==> config.mk <==
export PLATFORM = sky130hd
export DESIGN_NAME = bc1_bc2_bc3_block_decoder_core
export DESIGN_NICKNAME = d
export VERILOG_FILES = /design/src/rtl/core/bcd_pkg.sv /design/src/rtl/core/bcd_front.sv /design/src/rtl/core/bcd_queue.sv /design/src/rtl/core/bcd_back.sv /design/src/rtl/core/bc1_bc2_bc3_block_decoder_core.sv
export SDC_FILE = /design/constraint.sdc
export NUM_CORES = 2
export LEC_CHECK = 0
export ABC_AREA = 1
export BUFFER_PORTS_ARGS = -buffer_cell sky130_fd_sc_hd__clkbuf_2
export CORE_MARGIN = 3
export CORE_UTILIZATION = 57
export CTS_CLUSTER_SIZE = 14
export DETAILED_ROUTE_END_ITERATION = 7
export PLACE_DENSITY = 0.74
export SETUP_SLACK_MARGIN = 0.2
export SYNTH_ARGS = -nofsm -noshare
export SYNTH_HDL_FRONTEND = slang
export SYNTH_SLANG_ARGS = --single-unit
==> constraint.sdc <==
create_clock -name clk -period 11.94 [get_ports clk]
set_input_delay 0.597 -clock clk [delete_from_list [all_inputs] [get_ports clk]]
set_output_delay 0.597 -clock clk [all_outputs]
set_load 0.05 [all_outputs]
==> src/rtl/core/bcd_pkg.sv <==
// shared types, constants and helper functions of the block decoder
package bcd_pkg;

  // block format codes, any other code decodes as bc3
  localparam logic [1:0] MODE_BC1 = 2'd0;
  localparam logic [1:0] MODE_BC2 = 2'd1;

  localparam int TEXELS     = 16;
  localparam int TEXEL_W    = $clog2(TEXELS);
  localparam logic [TEXEL_W-1:0] LAST_TEXEL = TEXEL_W'(TEXELS - 1);

  // block queue between front and back
  localparam int QUEUE_DEPTH = 2;
  localparam int QPTR_W      = (QUEUE_DEPTH > 1) ? $clog2(QUEUE_DEPTH) : 1;

  // numerator width of interpolated channels
  localparam int NUM_W  = 11;
  localparam int PROD_W = NUM_W + 12;

  // reciprocal constants for exact floor division of numerators below 2048
  localparam int RECIP3       = 683;
  localparam int RECIP3_SHIFT = 11;
  localparam int RECIP5       = 1639;
  localparam int RECIP5_SHIFT = 13;
  localparam int RECIP7       = 2341;
  localparam int RECIP7_SHIFT = 14;

  typedef enum logic [2:0] {
    ALPHA_PALETTE,
    ALPHA_OPAQUE,
    ALPHA_EXPLICIT,
    ALPHA_INTERP8,
    ALPHA_INTERP6
  } alpha_kind_t;

  typedef enum logic [2:0] {
    DIV_NONE,
    DIV_BY2,
    DIV_BY3,
    DIV_BY5,
    DIV_BY7
  } div_op_t;

  typedef struct packed {
    logic [1:0]  mode;
    logic [63:0] color_half;
    logic [63:0] alpha_half;
  } bcd_in_t;

  typedef struct packed {
    logic [3:0] texel_index;
    logic [7:0] blue;
    logic [7:0] green;
    logic [7:0] red;
    logic [7:0] alpha;
    logic       last_texel;
  } bcd_out_t;

  // classified block as it travels through the queue
  typedef struct packed {
    logic [31:0] color_idx;
    logic [63:0] alpha_code;
    logic [7:0]  r0;
    logic [7:0]  g0;
    logic [7:0]  b0;
    logic [7:0]  r1;
    logic [7:0]  g1;
    logic [7:0]  b1;
    logic [7:0]  a0;
    logic [7:0]  a1;
    logic        three_color;
    alpha_kind_t akind;
  } bcd_block_t;

  function automatic logic [7:0] widen5(input logic [4:0] v);
    return {v, v[4:2]};
  endfunction

  function automatic logic [7:0] widen6(input logic [5:0] v);
    return {v, v[5:4]};
  endfunction

  // floor division by a small constant via reciprocal multiply
  function automatic logic [7:0] div_const(input logic [NUM_W-1:0] num, input div_op_t op);
    logic [PROD_W-1:0] prod;
    logic [7:0]        q;
    prod = '0;
    q    = '0;
    unique case (op)
      DIV_NONE: q = num[7:0];
      DIV_BY2:  q = num[8:1];
      DIV_BY3: begin
        prod = PROD_W'(num) * PROD_W'(RECIP3);
        q    = prod[RECIP3_SHIFT +: 8];
      end
      DIV_BY5: begin
        prod = PROD_W'(num) * PROD_W'(RECIP5);
        q    = prod[RECIP5_SHIFT +: 8];
      end
      DIV_BY7: begin
        prod = PROD_W'(num) * PROD_W'(RECIP7);
        q    = prod[RECIP7_SHIFT +: 8];
      end
      default: q = num[7:0];
    endcase
    return q;
  endfunction

endpackage

==> src/rtl/core/bcd_front.sv <==
// front end: takes a block word, widens endpoints and classifies the block
module bcd_front import bcd_pkg::*; (
  input  logic       clk,
  input  logic       rst,
  input  logic       start,
  output logic       busy,
  input  bcd_in_t    blk,
  input  logic       cfg_we,
  input  logic       cfg_wdata,
  input  logic       q_full,
  output logic       push,
  output bcd_block_t push_data
);

  logic       force_opaque;
  logic       held;
  bcd_block_t rec;
  bcd_block_t rec_next;
  logic       accept;
  logic [15:0] c0;
  logic [15:0] c1;

  // holding register frees up as soon as the queue takes it
  assign push      = held && !q_full;
  assign busy      = held && q_full;
  assign accept    = start && !busy;
  assign push_data = rec;

  // configuration register
  always_ff @(posedge clk) begin
    if (rst) begin
      force_opaque <= 1'b0;
    end else if (cfg_we) begin
      force_opaque <= cfg_wdata;
    end
  end

  // classify the incoming word
  always_comb begin
    c0 = blk.color_half[15:0];
    c1 = blk.color_half[31:16];
    rec_next.color_idx   = blk.color_half[63:32];
    rec_next.alpha_code  = blk.alpha_half;
    rec_next.r0          = widen5(c0[15:11]);
    rec_next.g0          = widen6(c0[10:5]);
    rec_next.b0          = widen5(c0[4:0]);
    rec_next.r1          = widen5(c1[15:11]);
    rec_next.g1          = widen6(c1[10:5]);
    rec_next.b1          = widen5(c1[4:0]);
    rec_next.a0          = blk.alpha_half[7:0];
    rec_next.a1          = blk.alpha_half[15:8];
    rec_next.three_color = (blk.mode == MODE_BC1) && (c0 <= c1);
    unique case (blk.mode)
      MODE_BC1: rec_next.akind = force_opaque ? ALPHA_OPAQUE : ALPHA_PALETTE;
      MODE_BC2: rec_next.akind = ALPHA_EXPLICIT;
      default:  rec_next.akind = (blk.alpha_half[7:0] > blk.alpha_half[15:8]) ?
                                 ALPHA_INTERP8 : ALPHA_INTERP6;
    endcase
  end

  // holding register control
  always_ff @(posedge clk) begin
    if (rst) begin
      held <= 1'b0;
    end else if (accept) begin
      held <= 1'b1;
    end else if (push) begin
      held <= 1'b0;
    end
  end

  // holding register payload
  always_ff @(posedge clk) begin
    if (accept) begin
      rec <= rec_next;
    end
  end

endmodule

==> src/rtl/core/bcd_queue.sv <==
// short block queue between front and back
module bcd_queue import bcd_pkg::*; (
  input  logic       clk,
  input  logic       rst,
  input  logic       push,
  input  bcd_block_t push_data,
  input  logic       pop,
  output bcd_block_t pop_data,
  output logic       full,
  output logic       empty
);

  bcd_block_t          slots [QUEUE_DEPTH];
  logic [QPTR_W-1:0]   wr_ptr;
  logic [QPTR_W-1:0]   rd_ptr;
  logic [QPTR_W:0]     count;

  assign full     = (count == (QPTR_W + 1)'(QUEUE_DEPTH));
  assign empty    = (count == '0);
  assign pop_data = slots[rd_ptr];

  function automatic logic [QPTR_W-1:0] bump(input logic [QPTR_W-1:0] p);
    return (p == QPTR_W'(QUEUE_DEPTH - 1)) ? '0 : p + 1'b1;
  endfunction

  // pointers and fill count
  always_ff @(posedge clk) begin
    if (rst) begin
      wr_ptr <= '0;
      rd_ptr <= '0;
      count  <= '0;
    end else begin
      if (push) begin
        wr_ptr <= bump(wr_ptr);
      end
      if (pop) begin
        rd_ptr <= bump(rd_ptr);
      end
      if (push && !pop) begin
        count <= count + 1'b1;
      end else if (pop && !push) begin
        count <= count - 1'b1;
      end
    end
  end

  // slot storage
  always_ff @(posedge clk) begin
    if (push) begin
      slots[wr_ptr] <= push_data;
    end
  end

endmodule

==> src/rtl/core/bcd_back.sv <==
// back end: walks the sixteen texels of a block and interpolates each one
module bcd_back import bcd_pkg::*; (
  input  logic       clk,
  input  logic       rst,
  input  logic       q_empty,
  input  bcd_block_t q_data,
  output logic       pop,
  output logic       strobe,
  output bcd_out_t   texel
);

  logic               active;
  logic [TEXEL_W-1:0] cnt;
  bcd_block_t         cur;

  // stage 1 registers: numerators and divide selects
  logic               s1_valid;
  logic [TEXEL_W-1:0] s1_index;
  logic [NUM_W-1:0]   s1_num_b;
  logic [NUM_W-1:0]   s1_num_g;
  logic [NUM_W-1:0]   s1_num_r;
  logic [NUM_W-1:0]   s1_num_a;
  div_op_t            s1_col_op;
  div_op_t            s1_alpha_op;

  logic [1:0]       ci;
  logic [3:0]       nib;
  logic [5:0]       abit;
  logic [2:0]       ai;
  logic [2:0]       k;
  logic [NUM_W-1:0] num_b;
  logic [NUM_W-1:0] num_g;
  logic [NUM_W-1:0] num_r;
  logic [NUM_W-1:0] num_a;
  div_op_t          col_op;
  div_op_t          alpha_op;

  // load the next block on the last texel or when idle
  assign pop = !q_empty && (!active || cnt == LAST_TEXEL);

  function automatic logic [NUM_W-1:0] chan_num(input logic [7:0] p0, input logic [7:0] p1,
                                                input logic [1:0] sel, input logic three);
    logic [NUM_W-1:0] n;
    n = '0;
    unique case (sel)
      2'd0: n = NUM_W'(p0);
      2'd1: n = NUM_W'(p1);
      2'd2: n = three ? NUM_W'(p0) + NUM_W'(p1)
                      : (NUM_W'(p0) << 1) + NUM_W'(p1) + 1'b1;
      2'd3: n = three ? '0 : NUM_W'(p0) + (NUM_W'(p1) << 1) + 1'b1;
      default: n = '0;
    endcase
    return n;
  endfunction

  // texel sequencer
  always_ff @(posedge clk) begin
    if (rst) begin
      active <= 1'b0;
      cnt    <= '0;
    end else if (pop) begin
      active <= 1'b1;
      cnt    <= '0;
    end else if (active) begin
      if (cnt == LAST_TEXEL) begin
        active <= 1'b0;
      end
      cnt <= cnt + 1'b1;
    end
  end

  // current block
  always_ff @(posedge clk) begin
    if (pop) begin
      cur <= q_data;
    end
  end

  // colour numerators for the selected palette entry
  always_comb begin
    ci     = cur.color_idx[{cnt, 1'b0} +: 2];
    num_b  = chan_num(cur.b0, cur.b1, ci, cur.three_color);
    num_g  = chan_num(cur.g0, cur.g1, ci, cur.three_color);
    num_r  = chan_num(cur.r0, cur.r1, ci, cur.three_color);
    col_op = DIV_NONE;
    if (ci[1]) begin
      if (!cur.three_color) begin
        col_op = DIV_BY3;
      end else if (!ci[0]) begin
        col_op = DIV_BY2;
      end
    end
  end

  // alpha numerator for the selected table entry
  always_comb begin
    nib      = cur.alpha_code[{cnt, 2'b00} +: 4];
    abit     = 6'd16 + 6'({cnt, 1'b0}) + 6'(cnt);
    ai       = cur.alpha_code[abit +: 3];
    k        = ai - 3'd1;
    num_a    = '0;
    alpha_op = DIV_NONE;
    unique case (cur.akind)
      ALPHA_OPAQUE:   num_a = NUM_W'(8'hFF);
      ALPHA_PALETTE:  num_a = (cur.three_color && ci == 2'd3) ? '0 : NUM_W'(8'hFF);
      ALPHA_EXPLICIT: num_a = NUM_W'({nib, nib});
      ALPHA_INTERP8: begin
        priority if (ai == 3'd0) begin
          num_a = NUM_W'(cur.a0);
        end else if (ai == 3'd1) begin
          num_a = NUM_W'(cur.a1);
        end else begin
          num_a    = NUM_W'(3'd7 - k) * NUM_W'(cur.a0) + NUM_W'(k) * NUM_W'(cur.a1)
                     + NUM_W'(3);
          alpha_op = DIV_BY7;
        end
      end
      ALPHA_INTERP6: begin
        priority if (ai == 3'd0) begin
          num_a = NUM_W'(cur.a0);
        end else if (ai == 3'd1) begin
          num_a = NUM_W'(cur.a1);
        end else if (ai == 3'd6) begin
          num_a = '0;
        end else if (ai == 3'd7) begin
          num_a = NUM_W'(8'hFF);
        end else begin
          num_a    = NUM_W'(3'd5 - k) * NUM_W'(cur.a0) + NUM_W'(k) * NUM_W'(cur.a1)
                     + NUM_W'(2);
          alpha_op = DIV_BY5;
        end
      end
      default: num_a = NUM_W'(8'hFF);
    endcase
  end

  // stage 1 control
  always_ff @(posedge clk) begin
    if (rst) begin
      s1_valid <= 1'b0;
    end else begin
      s1_valid <= active;
    end
  end

  // stage 1 payload
  always_ff @(posedge clk) begin
    s1_index    <= cnt;
    s1_num_b    <= num_b;
    s1_num_g    <= num_g;
    s1_num_r    <= num_r;
    s1_num_a    <= num_a;
    s1_col_op   <= col_op;
    s1_alpha_op <= alpha_op;
  end

  // output strobe
  always_ff @(posedge clk) begin
    if (rst) begin
      strobe <= 1'b0;
    end else begin
      strobe <= s1_valid;
    end
  end

  // output word: divide and register
  always_ff @(posedge clk) begin
    texel.texel_index <= s1_index;
    texel.blue        <= div_const(s1_num_b, s1_col_op);
    texel.green       <= div_const(s1_num_g, s1_col_op);
    texel.red         <= div_const(s1_num_r, s1_col_op);
    texel.alpha       <= div_const(s1_num_a, s1_alpha_op);
    texel.last_texel  <= (s1_index == LAST_TEXEL);
  end

endmodule

==> src/rtl/core/bc1_bc2_bc3_block_decoder_core.sv <==
// top level of the bc1/bc2/bc3 texture block decoder
//
// Command channel: drive start with a compressed block on blk (mode, colour
// half, alpha half); the word is taken at a clock edge where start is high
// and busy is low. Configuration: cfg_we with cfg_wdata writes the bc1
// force-opaque bit; the user must write it only while the decoder is idle,
// which the block itself does not enforce.
// Result channel: each block gives sixteen texels in row-major order, one a
// cycle, each shown on texel for exactly one cycle with strobe high; the
// sixteenth carries last_texel. The receiver cannot stall the decoder.
// Path: the first texel passes the hold register, the queue, the block
// register with texel select, the numerator register and the divide register.
// Rate: set by the back-end texel sequencer, which emits one texel per cycle.
// Blocks sent faster wait in the hold register and a two-entry queue; busy
// rises only when both are full.
// Reset clears the queue, the sequencer and the force-opaque bit; no texel
// is shown until a block has been taken after reset.
module bc1_bc2_bc3_block_decoder_core import bcd_pkg::*; (
  input  logic     clk,
  input  logic     rst,
  input  logic     start,
  output logic     busy,
  input  bcd_in_t  blk,
  input  logic     cfg_we,
  input  logic     cfg_wdata,
  output logic     strobe,
  output bcd_out_t texel
);

  logic       push;
  bcd_block_t push_data;
  logic       pop;
  bcd_block_t pop_data;
  logic       q_full;
  logic       q_empty;

  // front end
  bcd_front u_front (
    .clk       (clk),
    .rst       (rst),
    .start     (start),
    .busy      (busy),
    .blk       (blk),
    .cfg_we    (cfg_we),
    .cfg_wdata (cfg_wdata),
    .q_full    (q_full),
    .push      (push),
    .push_data (push_data)
  );

  // block queue
  bcd_queue u_queue (
    .clk       (clk),
    .rst       (rst),
    .push      (push),
    .push_data (push_data),
    .pop       (pop),
    .pop_data  (pop_data),
    .full      (q_full),
    .empty     (q_empty)
  );

  // texel back end
  bcd_back u_back (
    .clk     (clk),
    .rst     (rst),
    .q_empty (q_empty),
    .q_data  (pop_data),
    .pop     (pop),
    .strobe  (strobe),
    .texel   (texel)
  );

endmodule

* Word level (Yosys, flattened, before mapping)
Memory sizes are Yosys's and may differ from the RTL's. A register that Yosys moved wholly into a read port is not among the register bits.
Index checks and enable logic that the tools add are counted.
** Operators by class
- Reductions and logical operators :: 24
- Order comparisons :: 2
- Eq/ne operators :: 21
- Shift operators :: 3
- Mux-type cells :: 44
- Add/subtract/negate cells :: 29
- $mul :: 15
** Operator list (number)
- 11-bit one-hot mux with 4 select lines :: 4
- 11-bit two-way mux :: 12
- 8-bit one-hot mux with 4 select lines :: 4
- 11-bit by 12-bit multiplier with 22-bit output (second input constant) :: 4
- 11-bit by 11-bit multiplier with 21-bit output (second input constant) :: 4
- 11-bit by 10-bit multiplier with 19-bit output (second input constant) :: 4
- 11-bit by 1-bit adder with 11-bit output (second input constant) :: 6
- 64-bit by 7-bit indexed part select with 3-bit output :: 1
- 64-bit by 7-bit indexed part select with 4-bit output :: 1
- 32-bit by 6-bit indexed part select with 2-bit output :: 1
- 8-bit by 9-bit adder with 10-bit output :: 3
- 9-bit by 8-bit adder with 10-bit output :: 3
- 8-bit by 8-bit adder with 9-bit output :: 3
- 11-bit adder :: 2
- 11-bit by 2-bit adder with 11-bit output (second input constant) :: 2
- 11-bit by 8-bit multiplier with 11-bit output :: 2
- 3-bit by 2-bit equality test with 1-bit output (second input constant) :: 6
- 3-bit two-way mux :: 6
- 16-bit <= comparator :: 1
- 3-bit equality test (second input constant) :: 5
- 3-bit one-hot mux with 2 select lines :: 2
- 3-bit by 8-bit multiplier with 11-bit output :: 1
- 1-bit two-way mux :: 11
- 3-bit by 1-bit equality test with 1-bit output (second input constant) :: 3
- other kinds (22) :: 47
** Storage, ports and cells
- Memories :: 1
- Output and inout bits :: 39
- Word-level logic and storage cells :: 174
- Bits in writable memories :: 328
- Bits of input ports :: 135
- Register bits after elaboration :: 268
** Memories
- u_queue.slots :: depth 2, width 164, read ports 1, clocked after memory_dff 1, write ports 1, RTL line bcd_queue.sv:13 : bcd_block_t slots [QUEUE_DEPTH];

* Longest topological paths before layout
- Word-level depth :: 13
- Gate-level depth with buffers :: 46
- Mapped depth without buffers :: 42

* Hierarchy
A second synthesis with hierarchy kept.
** Second synthesis, totals
- Cells, all modules :: 4558
- Area total of the unflattened synthesis :: 48918.2 µm²
** Modules (own cells, without submodules)
- bcd_back :: area an instance 31801.8 µm², times used 1, seq. area each 6806.5 µm², cells an instance 3728
- bcd_queue :: area an instance 12157.9 µm², times used 1, seq. area each 9949.5 µm², cells an instance 543
- bcd_front :: area an instance 4958.5 µm², times used 1, seq. area each 4003.8 µm², cells an instance 287

* Least setup slack after synthesis
No wires, ideal clock.
- Path type :: register -> register
- Start point :: reg u_back.cnt[2]
- End point :: reg u_queue.count[1]
- Path slack :: 3.190 ns
- Arrival :: 8.628 ns
- Period minus slack after synthesis :: 8.750 ns
- Buffers on the path :: 0
- Stages on the path, launching flop included :: 10
- Path through :: dfxtp_1 -> ha_1 -> a21oi_1 -> a21oi_1 -> inv_1 -> ha_1 -> a21oi_1 -> o21ai_0 -> o21ai_0 -> a21oi_1
** Between the ends
- Cells in the longest elaborated chain, start to end :: 6
- Elaborated cells on any way between the ends :: 8
** RTL lines
- start: declaration :: RTL line bcd_back.sv:13 : logic [TEXEL_W-1:0] cnt;
- start signal: assignment :: RTL line bcd_back.sv:68 : cnt <= cnt + 1'b1;
- 4-bit equality test (*) :: RTL line bcd_back.sv:39 : assign pop = !q_empty && (!active || cnt == LAST_TEXEL);
- 1-bit logical OR (*) :: RTL line bcd_back.sv:39
- 1-bit logical AND (*) :: RTL line bcd_back.sv:39
- net pop :: RTL line bc1_bc2_bc3_block_decoder_core.sv:32 : logic pop;
- 1-bit logical NOT :: RTL line bcd_queue.sv:39 : if (push && !pop) begin
- 1-bit logical AND :: RTL line bcd_queue.sv:39
- 2-bit two-way mux / 2-bit nonzero test (equally long branches)
- end signal: assignment :: RTL line bcd_queue.sv:40 : count <= count + 1'b1;
- end signal: assignment :: RTL line bcd_queue.sv:42 : count <= count - 1'b1;
- end: declaration :: RTL line bcd_queue.sv:16 : logic [QPTR_W:0] count;
The timed path passes the listed nets; every way through them passes the cells marked *.
A chain may end at the register's enable or synchronous reset.

* Final worst setup path
- Start point :: reg u_back.cnt[1]
- End point :: reg u_back.s1_num_a[9]
** Between the ends
- Cells in the longest elaborated chain, start to end :: 13
- Elaborated cells on any way between the ends :: 24
** RTL lines
- 5-bit by 5-bit adder with 6-bit output :: RTL line bcd_back.sv:98 : abit = 6'd16 + 6'({cnt, 1'b0}) + 6'(cnt);
- 6-bit by 4-bit adder with 6-bit output (*) :: RTL line bcd_back.sv:98
- 64-bit by 7-bit indexed part select with 3-bit output (*) :: RTL line bcd_back.sv:99 : ai = cur.alpha_code[abit +: 3];
- 3-bit by 1-bit subtractor with 3-bit output :: RTL line bcd_back.sv:100 : k = ai - 3'd1;
- 3-bit by 3-bit subtractor with 4-bit output :: RTL line bcd_back.sv:128 : num_a = NUM_W'(3'd5 - k) * NUM_W'(cur.a0) + NUM_W'(k) * NUM_W'(cur.a1)
- 11-bit by 8-bit multiplier with 11-bit output :: RTL line bcd_back.sv:128
- 11-bit adder :: RTL line bcd_back.sv:128
- 11-bit by 2-bit adder with 11-bit output :: RTL line bcd_back.sv:129 : + NUM_W'(2);
- 11-bit two-way mux :: RTL line bcd_back.sv:125 : end else if (ai == 3'd7) begin
- 11-bit two-way mux :: RTL line bcd_back.sv:123 : end else if (ai == 3'd6) begin
- 11-bit two-way mux :: RTL line bcd_back.sv:121 : end else if (ai == 3'd1) begin
- 11-bit two-way mux :: RTL line bcd_back.sv:119 : priority if (ai == 3'd0) begin
- 11-bit one-hot mux with 4 select lines (*) :: RTL line bcd_back.sv:103 : unique case (cur.akind)
- net u_back.num_a[9] :: RTL line bcd_back.sv:34 : logic [NUM_W-1:0] num_a;
- end signal: assignment :: RTL line bcd_back.sv:152 : s1_num_a <= num_a;
- end: declaration :: RTL line bcd_back.sv:22 : logic [NUM_W-1:0] s1_num_a;
Marks and branches as above.

==> results.ini <==
[grt]
grt_max_degree=90
grtUsageTotal=0.253
met1_usage=0.350
grt_pass1_vias=35263
grt_pass1_wl_um=178000
grt_overflow=0
busiest_layer=met2
grt_antenna_before_repair=2
grt_util_met3=0.0374
met2_usage=0.420

[sta]
relSlewSlack=0.215
skew_ns=0.0334
setup-violations-final=0
setup_tns_ns=0
period_share=0.839
rsz0062_at_grt=false
drv_slew=0
hold_violations=0
max_freq_ghz=0.0998
worst_pin_slew_ns=1.18
finalCriticalPeriod_ns=10.02

[routing]
drt_first_pass_iters=7
wl_per_cell_um=16.9
wl_um=109000
ant_nets=0
routed_via_density=5.53
drc=0
vias=35500
drt_iter0_markers=2699

[synthesis]
yosysUniqueCellTypes=63
ys_warn_count=0
synth_top_area_frac=0.331
synth.most_common_cell=nand2_1
syn_area_per_cell_um2=9.33
ys.flop_type=edfxtp_1
synthTopCellsByCount=1196 x nand2_1, 832 x inv_1, 639 x ha_1
synth_cells=5138
synth_seq_cells=630
synth_enable_flop_cells=528
yosysTopAreaCell=edfxtp_1
syn_area_mm2=0.0480
async_reset_ff_frac=0
synth_area_leaders=edfxtp_1 33%, ha_1 17%, fa_1 12%, nand2_1 9.4%, inv_1 6.5%
yosysSeqAreaShare=0.373

[clock_network]
ctsResizeCount=0
cts_tree=done
clk_pin_slew_ns=0.06
cts_hold_buf=0
clk_latency_ns=0.62
htreeDepth=3
post-cts-setup-buffers=0
cts_buffers=67
cts_sinks=630
cts_max_path_buffers=3
cts-root-buf=clkbuf_16

[cells_and_area]
drive_gt1_frac=0.0675
fin_util=0.629
syn2layout_area_growth_pct=8.62
nets=6369
final_area_mm2=0.0521
antennaDiodeCount=0

[setup_path]
r2r_cells=36
r2r_slack_ns=1.92
r2r_start=u_back.cnt[1]
cp-end-kind=flip-flop
startpoint_type=flip-flop
slowest_delay_ns=0.99
cpMostUsedCell=fa_1
critPathRequiredTime_ns=12.43
timing.rr.end=u_back.s1_num_a[9]
slowest_stage=ha_1
critPathKind=flip-flop to flip-flop
cp_max_fo=26
cp.arrival_ns=10.51

[floorplanning]
die_x_um=296
die_y_um=296
dieArea_mm2=0.0876
fp-row-count=105
start_util=0.579
coreArea_mm2=0.0828
ios=174

[min_path]
hp-class=primary input to flip-flop
min_from=blk[32]
whs_path_depth=1
min_to=u_front.push_data[100]

[placement]
gp_congestion=0.936
placed_cell_area_mm2=0.0498
hpwlAfterDp_um=84400
portBuffers=173

[run]
drv_cap=0

[status]
status=complete, no violations

## logic make-up (layout without fill, tap and decap cells)
kind of cell,after synthesis,in the layout,synth area share
adders and majority gates,936,936,0.291
xor gates and xnor gates,91,91,0.0168
DFF,630,630,0.373
and+or+nand+nor,1946,1946,0.171
buffers and inverters,941,1151,0.0768
AOI/OAI and AO/OA,591,591,0.0709
other,1,3,0.0000782
muxes,2,2,0.000417
## registers in the layout, indices dropped and copies added (netlist names), 4 cells and up
register / count
u_back.cur: 132
u_back.texel: 37
u_front.push_data: 132
u_back.s1_num_a: 11
u_queue.slots: 264
u_back.cnt: 4
u_back.s1_num_g: 11
u_back.s1_num_r: 11
u_back.s1_index: 4
u_back.s1_num_b: 11
## worst max-delay path by stage
stage	from	endpoint	slack (ns)
floorplan	u_back.cnt[2]	u_queue.count[1]	3.19
global placement	u_back.cnt[1]	u_back.s1_num_a[9]	2.27
detailed placement	u_back.cnt[1]	u_back.s1_num_a[9]	2.06
CTS	u_back.cnt[1]	u_back.s1_num_a[9]	2.07
global route	u_back.cnt[1]	u_back.s1_num_a[9]	1.37
finish	u_back.cnt[1]	u_back.s1_num_a[9]	1.92
## placed cells by master (no fill, tap or decap), drive strengths merged, types with 4 or more instances in the layout
| cell | count |
|---|---|
| xor2 | 51 |
| nor3 | 25 |
| nand4 | 77 |
| a21boi | 17 |
| xnor2 | 40 |
| buf | 17 |
| edfxtp | 528 |
| nand2 | 1208 |
| fa | 297 |
| o211ai | 41 |
| bufinv | 9 |
| nor2 | 233 |
| a21oi | 237 |
| o2111ai | 12 |
| ha | 639 |
| nand3b | 11 |
| inv | 847 |
| o21a | 13 |
| a31oi | 16 |
| dfxtp | 102 |
| nand3 | 359 |
| a21o | 15 |
| o21ai | 190 |
| clkbuf | 249 |
| or2 | 25 |
| o31ai | 9 |
| clkinv | 25 |
| o21bai | 20 |
| clkinvlp | 4 |
## per-stage QoR
stage	setup WS, ns	instances	hold WS, ns
final	1.92	6420	0.163
after global routing	1.37	6420	0.133
after global placement	2.27	6299	0.385
after floorplan	3.19	5140	0.331
after detailed placement	2.06	6299	0.389
after CTS	2.07	6420	0.128
## metal layers
layer / vias to the layer above / part of all wire
met2: 1133 / 0.47
li1: 17397 / -
met4: 0 / 0.025
met3: 182 / 0.063
met5: - / 0
met1: 16788 / 0.44
## critical path, delay by kind of cell (launching register included)
kind | cells | cell delay (ns)
fa+ha+maj | 10 | 5.07
buf+inv | 9 | 1.72
simple gates | 11 | 1.49
compound gates | 4 | 0.60
flops | 1 | 0.56
xor+xnor | 2 | 0.44
## layout make-up
cell class                      count  area (um2)
Clock inverter                     45         547
Timing Repair Buffer              190         993
Sequential cell                   630       17900
Clock buffer                       76        1730
Tap cell                         1070        1340
Inverter                          840        3170
Fill cell                        6715       30700
Multi-Input combinational cell   3569       26400
Power is left out: the tool's default activity adds up to more than one toggle a clock period on the data nets, which glitch-free logic cannot reach.
